`src/hw/rtl/interrupt_vector_allocator_unit_macros.svh`:
```
// Assertion macros for the interrupt vector allocator.
// Each macro expects clk and rst_n in the scope where it is used.
`ifndef INTERRUPT_VECTOR_ALLOCATOR_UNIT_MACROS_SVH
`define INTERRUPT_VECTOR_ALLOCATOR_UNIT_MACROS_SVH

// Consequent checked in the same cycle as the antecedent
`define IVAU_ASSERT_NOW(label, ante, cons, msg) \
    label: assert property (@(posedge clk) disable iff (!rst_n) (ante) |-> (cons)) \
        else $error(msg);

// Consequent checked in the cycle after the antecedent
`define IVAU_ASSERT_NEXT(label, ante, cons, msg) \
    label: assert property (@(posedge clk) disable iff (!rst_n) (ante) |=> (cons)) \
        else $error(msg);

`endif

```
`src/hw/rtl/ivau_pkg.sv`:
```
// Shared types and constants for the interrupt vector allocator.
// No dependencies.
package ivau_pkg;

    // Request codes
    localparam logic REQ_ALLOC = 1'b0;
    localparam logic REQ_FREE  = 1'b1;

    // Map layout and fixed vector numbers
    localparam int unsigned WORD_BITS   = 32;
    localparam int unsigned FIRST_ALLOC = 48;
    localparam int unsigned FIELD_LIMIT = 256;
    localparam int unsigned RSV_LOW     = 32;
    localparam int unsigned RSV_VEC_A   = 32'h21;
    localparam int unsigned RSV_VEC_B   = 32'h40;

    typedef struct packed {
        logic       req_type;
        logic [7:0] vector_number;
    } req_item_t;

    typedef struct packed {
        logic [7:0] granted_vector;
        logic       success;
    } rsp_item_t;

    // Contents of a map word after reset: low vectors and two fixed ones in use
    function automatic logic [WORD_BITS-1:0] reset_word(input int unsigned w);
        logic [WORD_BITS-1:0] word;
        int unsigned          v;
        word = '0;
        for (int b = 0; b < WORD_BITS; b++)
        begin
            v = w * WORD_BITS + b;
            word[b] = (v < RSV_LOW) || (v == RSV_VEC_A) || (v == RSV_VEC_B);
        end
        return word;
    endfunction

endpackage

```
`src/hw/rtl/ivau_stream_if.sv`:
```
// Valid/ready channel carrying one item per handshake.
// Payload type is set by the instantiating level (see ivau_pkg).
interface ivau_stream_if #(parameter type item_t = logic);
    logic  valid;
    logic  ready;
    item_t data;

    modport source (output valid, output data, input ready);
    modport sink   (input valid, input data, output ready);
endinterface

```
`src/hw/rtl/interrupt_vector_allocator_unit.sv`:
```
// Interrupt vector allocator: one request item in, one response item out.
// A free request checks the map word that holds its vector; an allocate request
// scans 32-vector map words from vector 48 upward, one word per cycle from the
// single map memory read port, until it finds a free vector or ends the last word.
// One request is in flight at a time, and it completes only when the output register
// is empty or being read; a new one is accepted while the previous response still waits there.
// The map needs no clearing pass: per-word valid flops make unwritten words read
// as their reset contents, so the block is ready right after reset.
`include "interrupt_vector_allocator_unit_macros.svh"

module interrupt_vector_allocator_unit #(
    parameter int NUM_VECTORS = 256
) (
    input  logic          clk,
    input  logic          rst_n,
    ivau_stream_if.sink   req,
    ivau_stream_if.source rsp
);

    localparam int WB         = ivau_pkg::WORD_BITS;
    localparam int MAP_WORDS  = (NUM_VECTORS + WB - 1) / WB;
    localparam int WORD_AW    = $clog2(MAP_WORDS);
    localparam int SCAN_LIMIT = (NUM_VECTORS < ivau_pkg::FIELD_LIMIT) ?
                                NUM_VECTORS : ivau_pkg::FIELD_LIMIT;
    localparam int START_W    = ivau_pkg::FIRST_ALLOC / WB;
    localparam int LAST_W     = (SCAN_LIMIT - 1) / WB;

    localparam logic ST_IDLE  = 1'b0;
    localparam logic ST_CHECK = 1'b1;

    logic                 state_reg, state_next;
    logic [WORD_AW-1:0]   cur_word_reg, cur_word_next;
    logic                 req_type_reg;
    logic [7:0]           vec_reg;
    logic                 out_vld_reg;
    ivau_pkg::rsp_item_t  out_data_reg;

    // Map memory and per-word written flags
    logic [WB-1:0]        mem [MAP_WORDS];
    logic [MAP_WORDS-1:0] wvld_reg;
    logic [WB-1:0]        rdata_reg;
    logic                 rd_vld_reg;

    logic                 accept;
    logic [WORD_AW-1:0]   raddr;
    logic [WB-1:0]        word_eff;
    logic [WB-1:0]        scan_mask;
    logic [WB-1:0]        free_bits;
    logic [WB-1:0]        onehot;
    logic [4:0]           hit_idx;
    logic                 found;
    logic                 is_free;
    logic                 vec_ok;
    logic                 finish;
    logic                 out_busy;
    logic                 out_load;
    logic                 mem_we;
    logic [WB-1:0]        wdata;
    ivau_pkg::rsp_item_t  out_data_next;
    logic [10:0]          vec_wide;

    assign accept    = req.valid && req.ready;
    assign req.ready = (state_reg == ST_IDLE);
    assign rsp.valid = out_vld_reg;
    assign rsp.data  = out_data_reg;
    assign out_busy  = out_vld_reg && !rsp.ready;
    assign raddr     = cur_word_next;
    assign vec_wide  = {3'b000, req.data.vector_number};

    // Effective word: unwritten words read as their reset contents
    assign word_eff = rd_vld_reg ? rdata_reg : ivau_pkg::reset_word(32'(cur_word_reg));

    // Bits of the current word that lie inside the allocation range
    always_comb
    begin
        logic [31:0] bit_vec;
        bit_vec = '0;
        for (int i = 0; i < WB; i++)
        begin
            bit_vec = (32'(cur_word_reg) << 5) + 32'(i);
            scan_mask[i] = (bit_vec >= ivau_pkg::FIRST_ALLOC) &&
                           (bit_vec < 32'(SCAN_LIMIT));
        end
    end

    // Lowest free bit: isolate it, then encode
    assign free_bits = ~word_eff & scan_mask;
    assign found     = |free_bits;
    assign onehot    = free_bits & (~free_bits + 32'd1);

    always_comb
    begin
        hit_idx = '0;
        for (int i = 0; i < WB; i++)
        begin
            for (int k = 0; k < 5; k++)
            begin
                if (((i >> k) & 1) == 1)
                begin
                    hit_idx[k] = hit_idx[k] | onehot[i];
                end
            end
        end
    end

    assign is_free = (req_type_reg == ivau_pkg::REQ_FREE);
    assign vec_ok  = (32'(vec_reg) < NUM_VECTORS);
    assign finish  = is_free || found || (cur_word_reg == WORD_AW'(LAST_W));

    // Sequencer
    always_comb
    begin
        state_next    = state_reg;
        cur_word_next = cur_word_reg;
        out_load      = 1'b0;
        mem_we        = 1'b0;
        wdata         = word_eff | onehot;
        out_data_next = out_data_reg;
        unique case (state_reg)
            ST_IDLE:
            begin
                if (accept)
                begin
                    state_next = ST_CHECK;
                    if (req.data.req_type == ivau_pkg::REQ_FREE)
                    begin
                        cur_word_next = WORD_AW'(vec_wide >> 5);
                    end
                    else
                    begin
                        cur_word_next = WORD_AW'(START_W);
                    end
                end
            end
            ST_CHECK:
            begin
                if (!finish)
                begin
                    cur_word_next = cur_word_reg + 1'b1;
                end
                else if (!out_busy)
                begin
                    state_next = ST_IDLE;
                    out_load   = 1'b1;
                    if (is_free)
                    begin
                        mem_we = vec_ok;
                        wdata  = word_eff & ~(32'd1 << vec_reg[4:0]);
                        out_data_next.granted_vector = vec_reg;
                        out_data_next.success        = vec_ok;
                    end
                    else
                    begin
                        mem_we = found;
                        out_data_next.granted_vector =
                            found ? 8'((32'(cur_word_reg) << 5) | 32'(hit_idx)) : 8'd0;
                        out_data_next.success = found;
                    end
                end
            end
            default:
            begin
                state_next = ST_IDLE;
            end
        endcase
    end

    // Control registers
    always_ff @(posedge clk or negedge rst_n)
    begin
        if (!rst_n)
        begin
            state_reg   <= ST_IDLE;
            out_vld_reg <= 1'b0;
            wvld_reg    <= '0;
        end
        else
        begin
            state_reg <= state_next;
            if (out_load)
            begin
                out_vld_reg <= 1'b1;
            end
            else if (rsp.ready)
            begin
                out_vld_reg <= 1'b0;
            end
            if (mem_we)
            begin
                wvld_reg[cur_word_reg] <= 1'b1;
            end
        end
    end

    // Payload registers
    always_ff @(posedge clk)
    begin
        cur_word_reg <= cur_word_next;
        rd_vld_reg   <= wvld_reg[raddr];
        if (accept)
        begin
            req_type_reg <= req.data.req_type;
            vec_reg      <= req.data.vector_number;
        end
        if (out_load)
        begin
            out_data_reg <= out_data_next;
        end
    end

    // Map memory: one write port, one registered read port
    always_ff @(posedge clk)
    begin
        if (mem_we)
        begin
            mem[cur_word_reg] <= wdata;
        end
        rdata_reg <= mem[raddr];
    end

    // Assertions
    `IVAU_ASSERT_NEXT(a_accept_to_check, accept, state_reg == ST_CHECK,
        "accepted item did not start a map access")
    `IVAU_ASSERT_NOW(a_write_when_done, mem_we,
        (state_reg == ST_CHECK) && finish && !out_busy,
        "map written outside the final check step")
    `IVAU_ASSERT_NOW(a_grant_in_range, out_load && !is_free && found,
        (32'(out_data_next.granted_vector) >= ivau_pkg::FIRST_ALLOC),
        "granted vector below the allocation range")
    `IVAU_ASSERT_NEXT(a_result_shown, out_load, out_vld_reg,
        "finished item not presented on the response channel")

endmodule

```
`src/flat_wrapper.sv`:
```
// flat-port wrapper written by rule: the top's interface ports become plain ports
module interrupt_vector_allocator_unit_flat 
#(
    parameter int NUM_VECTORS = 256
)
  (clk, rst_n, req_valid, req_data, req_ready, rsp_valid, rsp_data, rsp_ready);
  ivau_stream_if #(.item_t(ivau_pkg::req_item_t)) req_i ();
  ivau_stream_if #(.item_t(ivau_pkg::rsp_item_t)) rsp_i ();
  input  logic clk;
  input  logic rst_n;
  input wire logic [$bits(req_i.valid)-1:0] req_valid;
  input wire logic [$bits(req_i.data)-1:0] req_data;
  output wire logic [$bits(req_i.ready)-1:0] req_ready;
  output wire logic [$bits(rsp_i.valid)-1:0] rsp_valid;
  output wire logic [$bits(rsp_i.data)-1:0] rsp_data;
  input wire logic [$bits(rsp_i.ready)-1:0] rsp_ready;
  assign req_i.valid = req_valid;
  assign req_i.data = req_data;
  assign req_ready = req_i.ready;
  assign rsp_valid = rsp_i.valid;
  assign rsp_data = rsp_i.data;
  assign rsp_i.ready = rsp_ready;
  interrupt_vector_allocator_unit #(.NUM_VECTORS(NUM_VECTORS)) u_core (.clk(clk), .rst_n(rst_n), .req(req_i), .rsp(rsp_i));
endmodule
```
`config.mk`:
```
export PLATFORM = sky130hd
export DESIGN_NAME = interrupt_vector_allocator_unit_flat
export DESIGN_NICKNAME = d
export VERILOG_FILES = /design/src/hw/rtl/ivau_pkg.sv /design/src/hw/rtl/ivau_stream_if.sv /design/src/hw/rtl/interrupt_vector_allocator_unit.sv /design/src/flat_wrapper.sv
export VERILOG_INCLUDE_DIRS = /design/src /design/src/hw/rtl
export SDC_FILE = /design/constraint.sdc
export NUM_CORES = 1
export LEC_CHECK = 0
export ABC_AREA = 1
export BUFFER_PORTS_ARGS = -buffer_cell sky130_fd_sc_hd__buf_4
export CORE_ASPECT_RATIO = 0.6
export CORE_UTILIZATION = 29
export DETAILED_ROUTE_END_ITERATION = 8
export PLACE_DENSITY_LB_ADDON = 0.08
export SETUP_SLACK_MARGIN = 0.02
export SKIP_CTS_REPAIR_TIMING = 1
export SLEW_MARGIN = 10
export SYNTH_ARGS = -nofsm -noshare
export SYNTH_HDL_FRONTEND = slang
export SYNTH_SLANG_ARGS = --single-unit
```
`constraint.sdc`:
```
create_clock -name clk -period 9.75 [get_ports clk]
set_clock_uncertainty 0.05 [all_clocks]
set_input_delay 1.4625 -clock clk [delete_from_list [all_inputs] [get_ports clk]]
set_output_delay 1.4625 -clock clk [all_outputs]
set_load 0.05 [all_outputs]
```
==> reports/results.txt, run 1 <==
Largest net degree at the start of global routing: 79
Die area: 53,400 um2
Worst reg2reg path endpoint: u_core.rdata_reg[0]
Max Cap Viol: 0
Net count after synthesis: 1,684
Yosys warning total: 0
Tot Pwr: 5.80 mW
Area Overhead vs Synth: 13.0%
Post-DP HPWL: 31.4 mm
TritonCTS clock tree: yes
GRT Total Usage: 0.188
Worst Path Arrival: 5.54 ns
Antenna cells: 0
Drt via density: 4.69
First-pass GRT wire length: 73.7 mm
Mapped Cells: 1,667
Largest register FFs: 256
Final WL: 49.5 mm
Clock transition at path regs: 0.06 ns
Gpl congestion: 0.909
Unique masters post-synth: 43
Vias in the first global route: 10,800
TNS Setup: 0 ns
# clock sinks: 320
Power Density: 338 nW/um2
Hold Vio Cnt, Final: 0
Finished Cell Area: 17,200 um2
Hold crit path type: flop to flop
Worst slew pin tran: 1.02 ns
Core area: 51,300 um2
P_leak: 7.60 nW
Status: finished, final reports clean
Final setup vio count: 0
Post-Syn Area: 15,200 um2
Routed WL per cell: 20.8 um
Die X: 298 um
Crit path required time: 10.12 ns
Final nets: 1,683
H-tree Lvls: 2
Drt initial violations: 933
Port bufs: 23
Slew headroom: 0.317
Slew Limit Fails: 0
DRC Markers: 0
Hold depth: 2
Total gr overflow: 0
Initial core utilization: 0.296
# IOs: 24
Reg2Reg Depth: 17
Hold_sp: u_core.wvld_reg[4]
RSZ-0062 raised after global routing: no
CP Class: flop to flop
Fin crit share: 0.530
DRT Pass-1 Iters: 5
Standard-cell row count: 64
FF+latch count, synth: 320
Crit end category: flop
VDD IR max: 0.171 mV
Crit path time final: 5.17 ns
Root buffer cell: clkbuf_16
Initial antenna violation count: 1
Number of buffers created by CTS: 35
Die Height: 179 um
Seq/Total Area, Yosys: 0.605
Worst r2r src: u_core.rd_vld_reg
R2r setup slk: 4.58 ns
CP Max Fanout: 78
Fmax: 193 MHz
Placed Area: 16,000 um2
Vias: 11,200
Syn Area/Cell: 9.12 um2
Worst skew pair latency: 0.53 ns
Hold endpoint: u_core.wvld_reg[4]
Startpoint Class: flop
ANT nets after route: 0
Clk buf depth: 3
Share of layout cells above drive strength 1: 0.0739
worst max-delay path, stage by stage (launching register included):
cell and delay, ns:
dfxtp_1 0.31, buf_4 0.42, nand2_1 0.30, o21ai_1 0.51
nand2_1 0.14, nor2_1 0.32, nand3_2 0.24, nor2_4 0.21
nand3_2 0.13, nand2_1 0.14, nand3_4 0.18, nand2_4 0.76
buf_4 0.71, nand2_1 0.20, nand3_1 0.12, nand2_1 0.06
nand2_1 0.05, nand2_1 0.07
worst max path at each step:
stage                      startpoint                  end  cells after the start
floorplan                   rsp_ready     u_core.mem[1][0]                      6
global placement    u_core.rd_vld_reg  u_core.rdata_reg[0]                     17
detailed placement  u_core.rd_vld_reg  u_core.rdata_reg[0]                     17
CTS                 u_core.rd_vld_reg  u_core.rdata_reg[0]                     17
global route        u_core.rd_vld_reg  u_core.rdata_reg[0]                     17
finish              u_core.rd_vld_reg  u_core.rdata_reg[0]                     17
area by class of cell:
| class | instances | area (um2) |
|---|---|---|
| clock buffer | 52 | 1020 |
| tap | 693 | 867 |
| fill | 5315 | 34100 |
| multi-input combinational | 945 | 4430 |
| inverter | 317 | 1190 |
| clock inverter | 11 | 118 |
| sequential | 320 | 9200 |
| timing repair buffer | 47 | 353 |
synth_stat cells:
master,instances,share of area
o21ai_2,1,0.00058
buf_4,4,0.0020
nand3b_1,1,0.00049
buf_1,7,0.0017
dfrtp_1,10,0.016
o22ai_1,3,0.0012
nand4_1,25,0.010
nor2_1,55,0.014
nand3_1,281,0.092
a21oi_2,1,0.00058
buf_2,27,0.0089
nor2_2,1,0.00041
nor3_1,12,0.0040
nand3_4,1,0.0012
a31oi_1,3,0.0012
a32oi_1,8,0.0046
ha_1,4,0.0033
a2bb2oi_1,1,0.00058
o21ai_1,12,0.0040
a22oi_1,1,0.00049
o221ai_1,1,0.00058
o21ai_0,55,0.018
nor2_4,2,0.0015
buf_6,10,0.0074
nand3_2,3,0.0020
edfxtp_1,274,0.54
o2111a_1,1,0.00074
nand2_4,2,0.0015
nor3b_1,3,0.0015
nand2_1,437,0.11
clkinv_1,4,0.00099
and2_1,1,0.00041
o21a_1,1,0.00049
a21oi_1,9,0.0030
o2111ai_1,1,0.00058
o31ai_1,10,0.0049
inv_2,4,0.00099
nand2_2,2,0.00082
o41ai_1,7,0.0040
dfxtp_1,36,0.047
clkbuf_1,36,0.0089
inv_1,309,0.076
buf_8,1,0.00099
per-stage QoR:
stage                     std cells  hold slack, ns  setup WS, ns   util
after floorplan                1667           0.377          5.91      -
after global placement         2322           0.394          4.71  0.313
after detailed placement       2322           0.395          4.69  0.313
after CTS                      2385           0.408          4.66  0.335
after global routing           2385           0.432          4.25  0.335
final                          2385           0.407          4.58  0.335
placed cells by master (no fill, tap or decap), types with 3 or more instances in the layout:
| cell | n |
|---|---|
| nand2_1 | 436 |
| inv_1 | 308 |
| nand3_1 | 281 |
| edfxtp_1 | 274 |
| o21ai_0 | 54 |
| nor2_1 | 47 |
| buf_4 | 47 |
| clkbuf_16 | 37 |
| dfxtp_1 | 36 |
| nand4_1 | 25 |
| o21ai_1 | 13 |
| nor3_1 | 12 |
| clkbuf_1 | 11 |
| nor2_4 | 10 |
| o31ai_1 | 10 |
| dfrtp_1 | 10 |
| a21oi_1 | 9 |
| a32oi_1 | 8 |
| o41ai_1 | 7 |
| clkinv_2 | 6 |
| clkinv_1 | 5 |
| inv_2 | 5 |
| ha_1 | 4 |
| clkbuf_8 | 4 |
| a31oi_1 | 3 |
| nand3_2 | 3 |
| nand2_2 | 3 |
| nor3b_1 | 3 |
| o22ai_1 | 3 |
power breakdown:
part	total [mW]	switching (mW)	internal, mW
sequential	2.11	0.111	2.00
clock	1.33	0.550	0.782
combinational	2.36	1.79	0.570
total	5.80	2.45	3.35
metal layers:
layer / up-vias / share of wire / wire length [um] / track usage
met1: 5400 / 0.54 / 26800 / 0.296
li1: 5454 / - / - / -
met4: 0 / 0.012 / 613 / 0.0335
met5: - / 0 / 0 / 0
met3: 49 / 0.058 / 2850 / 0.0365
met2: 287 / 0.39 / 19300 / 0.264
cell families (layout without fill, tap and decap cells):
family	Yosys count	in the layout	synth area share
AOI/OAI and AO/OA	115	115	0.0457
buffers and inverters	402	427	0.108
DFF	320	320	0.605
adders and majority gates	4	4	0.00329
and+or+nand+nor	826	826	0.238
Note: power is estimated with default switching activity, not from simulation.
==> run 2: changes to the inputs <==
Clock period 9.75 ns to 5.35 ns, I/O delays scaled along.
==> run 2 against run 1 <==
Effect of this change: via count increased by 0.59%; power increased by 83%; sequential share of layout area about the same; register-to-register slack got worse by 3.7 ns; combinational power increased by 83%; utilization about the same.
==> reports/results.txt, run 2 (synthesized netlist as in run 1, its figures left out) <==
Status: finished, final reports clean
Slew Limit Fails: 0
Clk buf depth: 3
DRT Pass-1 Iters: 6
Initial antenna violation count: 0
Hold Vio Cnt, Final: 0
Vias in the first global route: 10,600
TNS Setup: 0 ns
CP Class: flop to flop
GRT Total Usage: 0.187
Port bufs: 23
Final WL: 49.1 mm
Root buffer cell: clkbuf_16
Routed WL per cell: 20.6 um
First-pass GRT wire length: 73.4 mm
H-tree Lvls: 2
Worst setup margin: 0.906 ns
Vias: 11,300
Core area: 51,300 um2
ANT nets after route: 0
Crit path required time: 5.45 ns
CP Max Fanout: 21
Fill cells: 5,360
Largest net degree at the start of global routing: 133
Die Height: 179 um
Final nets: 1,684
Max Cap Viol: 0
Crit end category: flop
Total gr overflow: 0
Number of buffers created by CTS: 34
VDD IR max: 0.443 mV
Worst skew pair latency: 0.53 ns
Worst Path Arrival: 4.55 ns
P_leak: 7.60 nW
Final setup vio count: 0
Place WS: 0.849 ns
RSZ-0062 raised after global routing: no
Antenna cells: 0
Area Overhead vs Synth: 13.0%
DRC Markers: 0
R2r setup slk: 0.91 ns
Drt via density: 4.72
Clock transition at path regs: 0.06 ns
TritonCTS clock tree: yes
Initial core utilization: 0.296
Fin crit share: 0.831
Power Density: 616 nW/um2
Gpl congestion: 0.985
Hold crit path type: primary input to async pin
Post-DP HPWL: 30.9 mm
Startpoint Class: flop
Fmax: 225 MHz
Drt initial violations: 1,113
Share of layout cells above drive strength 1: 0.0709
Largest register FFs: 256
Standard-cell row count: 64
Commonest cells after routing, fill and taps aside: nand2_1, inv_1, nand3_1
# IOs: 24
Most common cell after layout, fill and taps aside: nand2_1
Die X: 298 um
# clock sinks: 320
Worst slew pin tran: 1.19 ns
Slew headroom: 0.196
Crit path time final: 4.44 ns
Die area: 53,400 um2
==> run 2: power breakdown <==
part	switching (mW)	internal, mW
Sequential	0.247	3.64
Clock	0.994	1.38
Combinational	3.26	1.07
Total	4.50	6.08
==> run 2: critical path, stage by stage, from the launching register on <==
cell	delay (ns)
dfxtp_1	0.80
buf_4	0.36
nand2_1	0.15
o21ai_1	0.23
nand2_1	0.10
nor2_1	0.25
nand2_1	0.11
nor2_1	0.57
inv_1	0.14
nor2_1	0.25
nand2_1	0.14
o21ai_0	0.93
==> run 2: cell type report <==
class                           instances  area, um2  share of cell area
Timing Repair Buffer                   49        405              0.0236
Inverter                              317       1190              0.0692
Multi-Input combinational cell        945       4440               0.258
Sequential cell                       320       9200               0.535
Clock buffer                           51        988              0.0575
Tap cell                              693        867              0.0505
Clock inverter                         11       98.8             0.00575
==> run 2: path summary, 6_finish.rpt <==
| check | startpoint | endpoint | depth (start not counted) |
|---|---|---|---|
| max | u_core.rd_vld_reg | u_core.mem[4][31] | 11 |
| min | rst_n | u_core.state_reg | 1 |
| max reg2reg | u_core.rd_vld_reg | u_core.mem[4][31] | 11 |
| min reg2reg | u_core.wvld_reg[4] | u_core.wvld_reg[4] | 2 |
| max in group asynchronous | rst_n | u_core.wvld_reg[5] | 1 |
| min in group clk | u_core.wvld_reg[4] | u_core.wvld_reg[4] | 2 |
==> run 2: layer usage <==
metal | global-route usage | part of all wire | up-vias | wire [um]
li1 | - | - | 5460 | -
met3 | 0.0452 | 0.075 | 64 | 3660
met1 | 0.296 | 0.53 | 5379 | 26200
met2 | 0.250 | 0.38 | 353 | 18500
met5 | 0 | 0 | - | 0
met4 | 0.0387 | 0.016 | 0 | 789
==> run 2: per-stage QoR <==
step	power, mW	std cells	hold slack [ns]	util	cell area [um2]
floorplan	6.67	1667	0.377	-	15200
global placement	8.31	2324	0.389	0.314	16100
detailed placement	8.28	2324	0.394	0.314	16100
CTS	10.7	2386	0.0390	0.335	17200
global route	11.3	2386	0.0433	0.335	17200
finish	10.6	2386	0.0556	0.335	17200
